### config.mk
export PLATFORM = sky130hd
export DESIGN_NAME = sha1_block_hasher
export DESIGN_NICKNAME = d
export VERILOG_FILES = /design/src/rtl/sha1bh_pkg.sv /design/src/rtl/sha1bh_ctrl.sv /design/src/rtl/sha1bh_datapath.sv /design/src/rtl/sha1_block_hasher.sv
export SDC_FILE = /design/constraint.sdc
export NUM_CORES = 2
export LEC_CHECK = 0
export BUFFER_PORTS_ARGS = -buffer_cell sky130_fd_sc_hd__buf_2
export CORE_ASPECT_RATIO = 0.8
export CORE_MARGIN = 1
export CORE_UTILIZATION = 45
export CTS_BUF_LIST = sky130_fd_sc_hd__clkbuf_8 sky130_fd_sc_hd__clkbuf_16
export DETAILED_ROUTE_END_ITERATION = 10
export SYNTH_ARGS = -nofsm -noshare
export SYNTH_HDL_FRONTEND = slang
export SYNTH_HIERARCHICAL = 1
export SYNTH_SLANG_ARGS = --single-unit
### constraint.sdc
create_clock -name clk -period 11.7 [get_ports clk]
set_clock_uncertainty 0.15 [all_clocks]
set_input_delay 2.34 -clock clk [delete_from_list [all_inputs] [get_ports clk]]
set_output_delay 2.34 -clock clk [all_outputs]
set_load 0.02 [all_outputs]
### src/rtl/sha1bh_pkg.sv
// Shared types, constants and helper functions for the SHA-1 block hasher.
// Used by the controller, the datapath and the top level; depends on nothing.
`timescale 1ns / 1ps

package sha1bh_pkg;

	localparam int unsigned DigestWords = 5;
	localparam int unsigned Rounds      = 80;
	localparam int unsigned QuarterLen  = 20;
	localparam int unsigned WindowDepth = 16;

	typedef logic [31:0] word_t;

	localparam word_t IvWords [DigestWords] = '{
		32'h67452301, 32'hefcdab89, 32'h98badcfe, 32'h10325476, 32'hc3d2e1f0
	};

	localparam logic [1:0] QtrChoose   = 2'd0;
	localparam logic [1:0] QtrParityLo = 2'd1;
	localparam logic [1:0] QtrMajority = 2'd2;
	localparam logic [1:0] QtrParityHi = 2'd3;

	typedef struct packed {
		logic       load_word;
		logic       reload_iv;
		logic       load_vars;
		logic       round_en;
		logic [1:0] quarter;
		logic       add_chain;
		logic [2:0] emit_idx;
	} cmd_t;

	function automatic word_t round_const(input logic [1:0] quarter);
		word_t k;
		case (quarter)
			QtrChoose:   k = 32'h5a827999;
			QtrParityLo: k = 32'h6ed9eba1;
			QtrMajority: k = 32'h8f1bbcdc;
			QtrParityHi: k = 32'hca62c1d6;
			default:     k = 32'h5a827999;
		endcase
		return k;
	endfunction

endpackage

### src/rtl/sha1bh_ctrl.sv
// Controller for the SHA-1 block hasher: word counting, round sequencing and digest output.
// Depends on sha1bh_pkg; drives the datapath through a cmd_t command bundle.
`timescale 1ns / 1ps

module sha1bh_ctrl (
	input  logic              clk,
	input  logic              arst_n,
	input  logic              msg_valid,
	input  logic              start_message,
	input  logic              end_message,
	output logic              msg_stall,
	output logic              digest_valid,
	input  logic              digest_stall,
	output logic              digest_last,
	output sha1bh_pkg::cmd_t  cmd
);
	import sha1bh_pkg::*;

	localparam logic [1:0] ST_IDLE  = 2'd0;
	localparam logic [1:0] ST_ROUND = 2'd1;
	localparam logic [1:0] ST_FINAL = 2'd2;
	localparam logic [1:0] ST_EMIT  = 2'd3;

	localparam logic [6:0] LastRound = 7'(Rounds - 1);
	localparam logic [2:0] LastEmit  = 3'(DigestWords - 1);
	localparam logic [3:0] LastWord  = 4'(WindowDepth - 1);

	logic [1:0] state_q;
	logic [3:0] wcnt_q;
	logic [6:0] rnd_q;
	logic [2:0] emit_q;
	logic       end_pend_q;
	logic       accept;
	logic       wrap;
	logic [1:0] quarter;

	assign accept = msg_valid && (state_q == ST_IDLE);
	assign wrap   = accept && !start_message && (wcnt_q == LastWord);

	always_comb begin
		if (rnd_q < 7'(QuarterLen)) begin
			quarter = QtrChoose;
		end else if (rnd_q < 7'(2 * QuarterLen)) begin
			quarter = QtrParityLo;
		end else if (rnd_q < 7'(3 * QuarterLen)) begin
			quarter = QtrMajority;
		end else begin
			quarter = QtrParityHi;
		end
	end

	assign msg_stall    = (state_q != ST_IDLE);
	assign digest_valid = (state_q == ST_EMIT);
	assign digest_last  = (state_q == ST_EMIT) && (emit_q == LastEmit);

	always_comb begin
		cmd.load_word = accept;
		cmd.reload_iv = accept && start_message;
		cmd.load_vars = wrap;
		cmd.round_en  = (state_q == ST_ROUND);
		cmd.quarter   = quarter;
		cmd.add_chain = (state_q == ST_FINAL);
		cmd.emit_idx  = emit_q;
	end

	always_ff @(posedge clk or negedge arst_n) begin
		if (!arst_n) begin
			state_q    <= ST_IDLE;
			wcnt_q     <= '0;
			rnd_q      <= '0;
			emit_q     <= '0;
			end_pend_q <= 1'b0;
		end else begin
			case (state_q)
				ST_IDLE: begin
					if (accept) begin
						end_pend_q <= end_message;
						rnd_q      <= '0;
						emit_q     <= '0;
						if (end_message) begin
							wcnt_q <= '0;
						end else if (start_message) begin
							wcnt_q <= 4'd1;
						end else begin
							wcnt_q <= wcnt_q + 4'd1;
						end
						if (wrap) begin
							state_q <= ST_ROUND;
						end else if (end_message) begin
							state_q <= ST_EMIT;
						end
					end
				end
				ST_ROUND: begin
					rnd_q <= rnd_q + 7'd1;
					if (rnd_q == LastRound) begin
						state_q <= ST_FINAL;
					end
				end
				ST_FINAL: begin
					state_q <= end_pend_q ? ST_EMIT : ST_IDLE;
				end
				ST_EMIT: begin
					if (!digest_stall) begin
						emit_q <= emit_q + 3'd1;
						if (emit_q == LastEmit) begin
							state_q <= ST_IDLE;
						end
					end
				end
				default: begin
					state_q <= ST_IDLE;
				end
			endcase
		end
	end

endmodule

### src/rtl/sha1bh_datapath.sv
// Datapath for the SHA-1 block hasher: chaining words, working words and schedule window.
// Depends on sha1bh_pkg; every action is ordered by the controller's cmd_t bundle.
`timescale 1ns / 1ps

module sha1bh_datapath (
	input  logic              clk,
	input  logic              arst_n,
	input  sha1bh_pkg::cmd_t  cmd,
	input  sha1bh_pkg::word_t message_word,
	output sha1bh_pkg::word_t digest_word
);
	import sha1bh_pkg::*;

	word_t chain_q [DigestWords];
	word_t vars_q  [DigestWords];
	word_t win_q   [WindowDepth];

	word_t expand;
	word_t expand_rot;
	word_t shift_in;
	word_t f_val;
	word_t new_a;

	assign expand     = win_q[13] ^ win_q[8] ^ win_q[2] ^ win_q[0];
	assign expand_rot = {expand[30:0], expand[31]};
	assign shift_in   = cmd.load_word ? message_word : expand_rot;

	always_comb begin
		case (cmd.quarter)
			QtrChoose:   f_val = (vars_q[1] & vars_q[2]) | (~vars_q[1] & vars_q[3]);
			QtrMajority: f_val = (vars_q[1] & vars_q[2]) | (vars_q[1] & vars_q[3])
				| (vars_q[2] & vars_q[3]);
			default:     f_val = vars_q[1] ^ vars_q[2] ^ vars_q[3];
		endcase
	end

	assign new_a = {vars_q[0][26:0], vars_q[0][31:27]} + f_val + vars_q[4]
		+ round_const(cmd.quarter) + win_q[0];

	always_ff @(posedge clk or negedge arst_n) begin
		if (!arst_n) begin
			for (int i = 0; i < DigestWords; i++) begin
				chain_q[i] <= IvWords[i];
				vars_q[i]  <= '0;
			end
		end else begin
			if (cmd.reload_iv) begin
				for (int i = 0; i < DigestWords; i++) begin
					chain_q[i] <= IvWords[i];
				end
			end else if (cmd.add_chain) begin
				for (int i = 0; i < DigestWords; i++) begin
					chain_q[i] <= chain_q[i] + vars_q[i];
				end
			end
			if (cmd.load_vars) begin
				for (int i = 0; i < DigestWords; i++) begin
					vars_q[i] <= chain_q[i];
				end
			end else if (cmd.round_en) begin
				vars_q[0] <= new_a;
				vars_q[1] <= vars_q[0];
				vars_q[2] <= {vars_q[1][1:0], vars_q[1][31:2]};
				vars_q[3] <= vars_q[2];
				vars_q[4] <= vars_q[3];
			end
		end
	end

	always_ff @(posedge clk) begin
		if (cmd.load_word || cmd.round_en) begin
			for (int i = 0; i < WindowDepth - 1; i++) begin
				win_q[i] <= win_q[i + 1];
			end
			win_q[WindowDepth - 1] <= shift_in;
		end
	end

	always_comb begin
		digest_word = '0;
		if (cmd.emit_idx < 3'(DigestWords)) begin
			digest_word = chain_q[cmd.emit_idx];
		end
	end

endmodule

### src/rtl/sha1_block_hasher.sv
// Top level of the SHA-1 block hasher for already padded messages.
// Depends on sha1bh_pkg, sha1bh_ctrl and sha1bh_datapath.
//
//   Channel  Direction  Handshake                  Payload
//   msg      in         msg_valid / msg_stall      message_word, start_message, end_message
//   digest   out        digest_valid / digest_stall digest_word, digest_last
//
// A word that closes neither a block nor a message is taken without raising msg_stall.
// The sixteenth word of a block runs 80 rounds on one shared round unit and then the chaining
// add; the block takes no new word until these are done.
// A final word leads to five digest items, one per cycle while digest_stall is low.
// msg_stall is high from the cycle after a block's sixteenth word until the chaining add is done,
// and from the cycle after a final word until the last digest item is taken.
// Reset restores the SHA-1 initial chaining words; no clearing pass is needed.
`timescale 1ns / 1ps

module sha1_block_hasher (
	input  logic              clk,
	input  logic              arst_n,
	input  logic              msg_valid,
	output logic              msg_stall,
	input  sha1bh_pkg::word_t message_word,
	input  logic              start_message,
	input  logic              end_message,
	output logic              digest_valid,
	input  logic              digest_stall,
	output sha1bh_pkg::word_t digest_word,
	output logic              digest_last
);
	import sha1bh_pkg::*;

	cmd_t cmd;

	sha1bh_ctrl u_ctrl (
		.clk           (clk),
		.arst_n        (arst_n),
		.msg_valid     (msg_valid),
		.start_message (start_message),
		.end_message   (end_message),
		.msg_stall     (msg_stall),
		.digest_valid  (digest_valid),
		.digest_stall  (digest_stall),
		.digest_last   (digest_last),
		.cmd           (cmd)
	);

	sha1bh_datapath u_datapath (
		.clk          (clk),
		.arst_n       (arst_n),
		.cmd          (cmd),
		.message_word (message_word),
		.digest_word  (digest_word)
	);

endmodule

; ---- Word level (Yosys, flattened, before mapping)
; Memories as Yosys holds them, arrays and structs flattened.
; Cells that the tools add are included.
[op_classes]
eq_ne = 14
n_addsub = 12
bitwise = 14
reduce_logical = 18
muxes = 31
n_lt_le_gt_ge = 5
[op_table]
columns = operator, count
row1 = $mux W160, 4
row2 = $add A32 B32 Y32, 9
row3 = $xor A32 B32 Y32, 5
row4 = $and A32 B32 Y32, 4
row5 = $mux W32, 4
row6 = $pmux W32 S4, 1
row7 = $bmux W32 S3, 1
row8 = $or A32 B32 Y32, 3
row9 = $pmux W32 S2, 1
row10 = $not A32 Y32, 1
row11 = $mux W2, 9
row12 = $lt A7 B6 Y1 const B, 2
row13 = $pmux W7 S2, 1
row14 = $reduce_bool A2 Y1, 5
row15 = $eq A2 B2 Y1 const B, 4
row16 = $mux W4, 2
row17 = $pmux W2 S4, 1
row18 = $add A7 B1 Y7 const B, 1
row19 = $eq A7 B7 Y1 const B, 1
row20 = $lt A7 B5 Y1 const B, 1
row21 = $mux W7, 1
row22 = $mux W3, 2
row23 = $pmux W3 S2, 1
row24 = $logic_and A1 B1 Y1, 5
row25 = other kinds (18), 25
[totals]
inputBits = 38
memories = 1
ramBits = 512
out_inout_bits = 35
reg_bits = 337
[mem_list]
columns = name, words, width, rd, rd_clocked_by_memory_dff, write_ports, line_no
row1 = u_datapath.win_q, 16, 32, 16, 0, 16, sha1bh_datapath.sv:16  ; word_t win_q [WindowDepth];

; ---- Longest topological paths before layout
[depth]
ltp_word = 12
ltp_mapped = 27
depth_no_buf = 25

; ---- Modules after synthesis
; The synthesis kept the hierarchy.
[by_module_without_submodules]
columns = module, n_inst, area_each_um2, seq_area_each_um2, cells_each
row1 = sha1bh_datapath, 1, 44189.9, 23482.5, 3862
row2 = sha1bh_ctrl, 1, 1012.2, 425.4, 111

; ---- Least setup slack after synthesis
; No wires, ideal clock.
[synth_timing]
path_type = input to register
from = input port msg_valid
to = memory u_datapath/win_q[0][0] (netlist name) (enable)
t_arrival_ps = 9187
stages = 6
slack_ps = 1697
path_cell_list = nand2_1 > inv_1 > buf_4 > buf_4 > clkbuf_1 > or2_2
[synth_rtl]
columns = element, line_no
row1 = "start, declared", sha1_block_hasher.sv:20  ; input logic msg_valid,
row2 = "end, declared", sha1bh_datapath.sv:16

==> metrics <==
Worst path max stage delay=0.67 ns; kind of start point of the critical path=register; drt via density=5.49; post-cts gate resize count=0; layout cell share with drive strength beyond 1=8.63%; Post-Place Cells=5233; WP data required=12.09 ns; yosys warns=6; Worst-Margin Slew=1.17 ns; FMAX=130 MHz; antenna cells=0; CP endpoint kind=register; First DRT Iteration DRCs=2764; Critical Path AT=8.09 ns; min Tclk post-route=7.70 ns; antenna viol nets, final=0; Fin. Hold Viols=0; R2R Setup Slk=4.00 ns; first-pass GRT wire length=173000 um; IO Count=73; Hold Crit Class=register to register; die height=285 um; Async SR Flop Fraction=39.7%; Core Region=0.0991 mm^2; largest net degree at the start of global routing=223; initial antenna violation count=0; non-filler instance count after layout=5393; Reg area=0.0239 mm^2; Setup CP Type=register to register; H-tree levels=3; vias in the first global route=28500; Synth Cell Area=0.0452 mm^2; synthesized area per cell=11.4 um^2; clock-pin transition on the worst setup and hold timing paths=0.06 ns; maxcap violations=0; max-slew violations=0; most common cell after layout, fill and taps aside=edfxtp_1; RSZ-0062 raised after global routing=no; CTS tree=yes; Vias=29600; IO buf count=72; Syn Inst Count=3973; Post-CTS Setup Inserts=0; Finish-stage setup viols=0; Total GRT Usage=22.1%; row count=103; Worst path slowest cell=or2_2; fin nets=4375; die area=0.102 mm^2; root buffer cell=clkbuf_16; area of the multi-input gates=0.0194 mm^2; dominant register cell in the synthesized netlist=edfxtp_1; clock latency on the worst-skew pair=0.68 ns; Die W=356 um; Total Wirelength=111000 um; post-synthesis cell type count=81; register bit total from synthesis=849; status=complete, no violations; setup_tns=0 ns; GP Congestion=0.876; cts bufs inserted=88; global route overflow=0; First-pass DRT Iterations=7; most frequent cells in the layout=edfxtp_1 (512), inv_1 (363), nand2_1 (358), o21ai_0 (333), mux2i_1 (269); Rel. slew slack=21.6%; DRC viols=0; CTS Sinks=849; wire per inst=20.6 um; Post-synth EDFFs=512; fin crit share=65.8%; Max Root-Sink Buffers=3; fillers=8778; HPWL after detailed placement=77000 um; syn_nets=4337; Initial Utilization=45.6%; CP Max Fanout=34; post-synthesis sequential area ratio=52.9%; Area growth, synth to finish=10.3%; hold_buf cts=0
logic make-up after synthesis:
logic type | synth area share, %
fa+ha+maj | 11.1
flops | 52.9
simple gates | 7.75
buf+inv | 4.17
mux | 6.16
xor+xnor | 4.92
compound gates | 13.0
worst max-delay path, delay by kind of cell (launching register included):
family | cells | cell delay (ns)
adders and majority gates | 7 | 2.37
AOI/OAI and AO/OA | 10 | 2.65
buffers and inverters | 5 | 0.72
xor gates and xnor gates | 1 | 0.14
DFF | 1 | 0.37
and+or+nand+nor | 3 | 1.07
cells in the mapped netlist, types with 19 or more instances:
| cell | number | share of area [%] |
|---|---|---|
| o21bai_1 | 33 | 0.55 |
| dfrtp_1 | 257 | 14 |
| clkbuf_1 | 119 | 0.99 |
| inv_1 | 341 | 2.8 |
| a211oi_1 | 30 | 0.50 |
| dfstp_2 | 80 | 4.7 |
| nand2b_1 | 22 | 0.30 |
| a21o_1 | 78 | 1.3 |
| fa_1 | 125 | 5.5 |
| buf_1 | 29 | 0.24 |
| a211o_1 | 20 | 0.39 |
| nand3_1 | 41 | 0.45 |
| xor2_1 | 59 | 1.1 |
| edfxtp_1 | 512 | 34 |
| o22ai_1 | 62 | 0.86 |
| nor2_1 | 222 | 1.8 |
| and3_1 | 24 | 0.33 |
| nor2b_1 | 22 | 0.30 |
| a21oi_1 | 263 | 2.9 |
| mux2i_1 | 269 | 6.0 |
| ha_1 | 201 | 5.6 |
| nand2_1 | 358 | 3.0 |
| nor3_1 | 26 | 0.29 |
| o21ai_0 | 333 | 3.7 |
| a31oi_1 | 19 | 0.26 |
| xnor2_1 | 195 | 3.8 |
state kept, by name, indices dropped and copies added (netlist names):
signal,flops
u_datapath/win_q,512
u_datapath/chain_q,160
u_datapath/vars_q,160
u_ctrl/rnd_q,7
u_ctrl/wcnt_q,4
u_ctrl/emit_q,3
u_ctrl/state_q,2
u_ctrl/end_pend_q,1
stage by stage:
step / hold WS, ns / util, % / worst slack [ns] / instance area, um^2
3_5_place_dp: 0.255 / 47.4 / 4.01 / 46900
4_1_cts: 0.240 / 50.3 / 3.98 / 49900
2_1_floorplan: 0.250 / - / 1.70 / 45200
6_report: 0.244 / 50.3 / 4.00 / 49900
5_1_grt: 0.243 / 50.3 / 3.55 / 49900
3_3_place_gp: 0.250 / 47.4 / 4.17 / 46900
path summary, 6_finish.rpt:
check | cells after the start | end | start
max | 26 | u_datapath/vars_q[159] | u_ctrl/rnd_q[5]
min | 0 | u_datapath/win_q[0][73] | u_datapath/win_q[0][105]
max reg2reg | 26 | u_datapath/vars_q[159] | u_ctrl/rnd_q[5]
min reg2reg | 0 | u_datapath/win_q[0][73] | u_datapath/win_q[0][105]
max in group asynchronous | 3 | u_datapath/chain_q[61] | arst_n
min in group asynchronous | 1 | u_datapath/chain_q[102] | arst_n
area by class of cell:
class                      instances  share of cell area [%]
tap                             1312                    3.29
inverter                         341                    2.59
clock buffer                      94                    4.60
timing repair buffer             103                    1.31
sequential                       849                    48.0
multi-input combinational       2628                    39.0
clock inverter                    66                    1.28
layer usage:
| metal | vias to the layer above | GRT usage, % | routed length (um) |
|---|---|---|---|
| li1 | 14200 | - | - |
| met1 | 14500 | 36.5 | 57300 |
| met2 | 789 | 29.3 | 43800 |
| met3 | 139 | 3.43 | 6670 |
| met4 | 0 | 6.45 | 3080 |
| met5 | - | 0 | 0 |
Power is not shown: default switching activity piles up to over one toggle a cycle in this logic, so the estimate is an artifact.
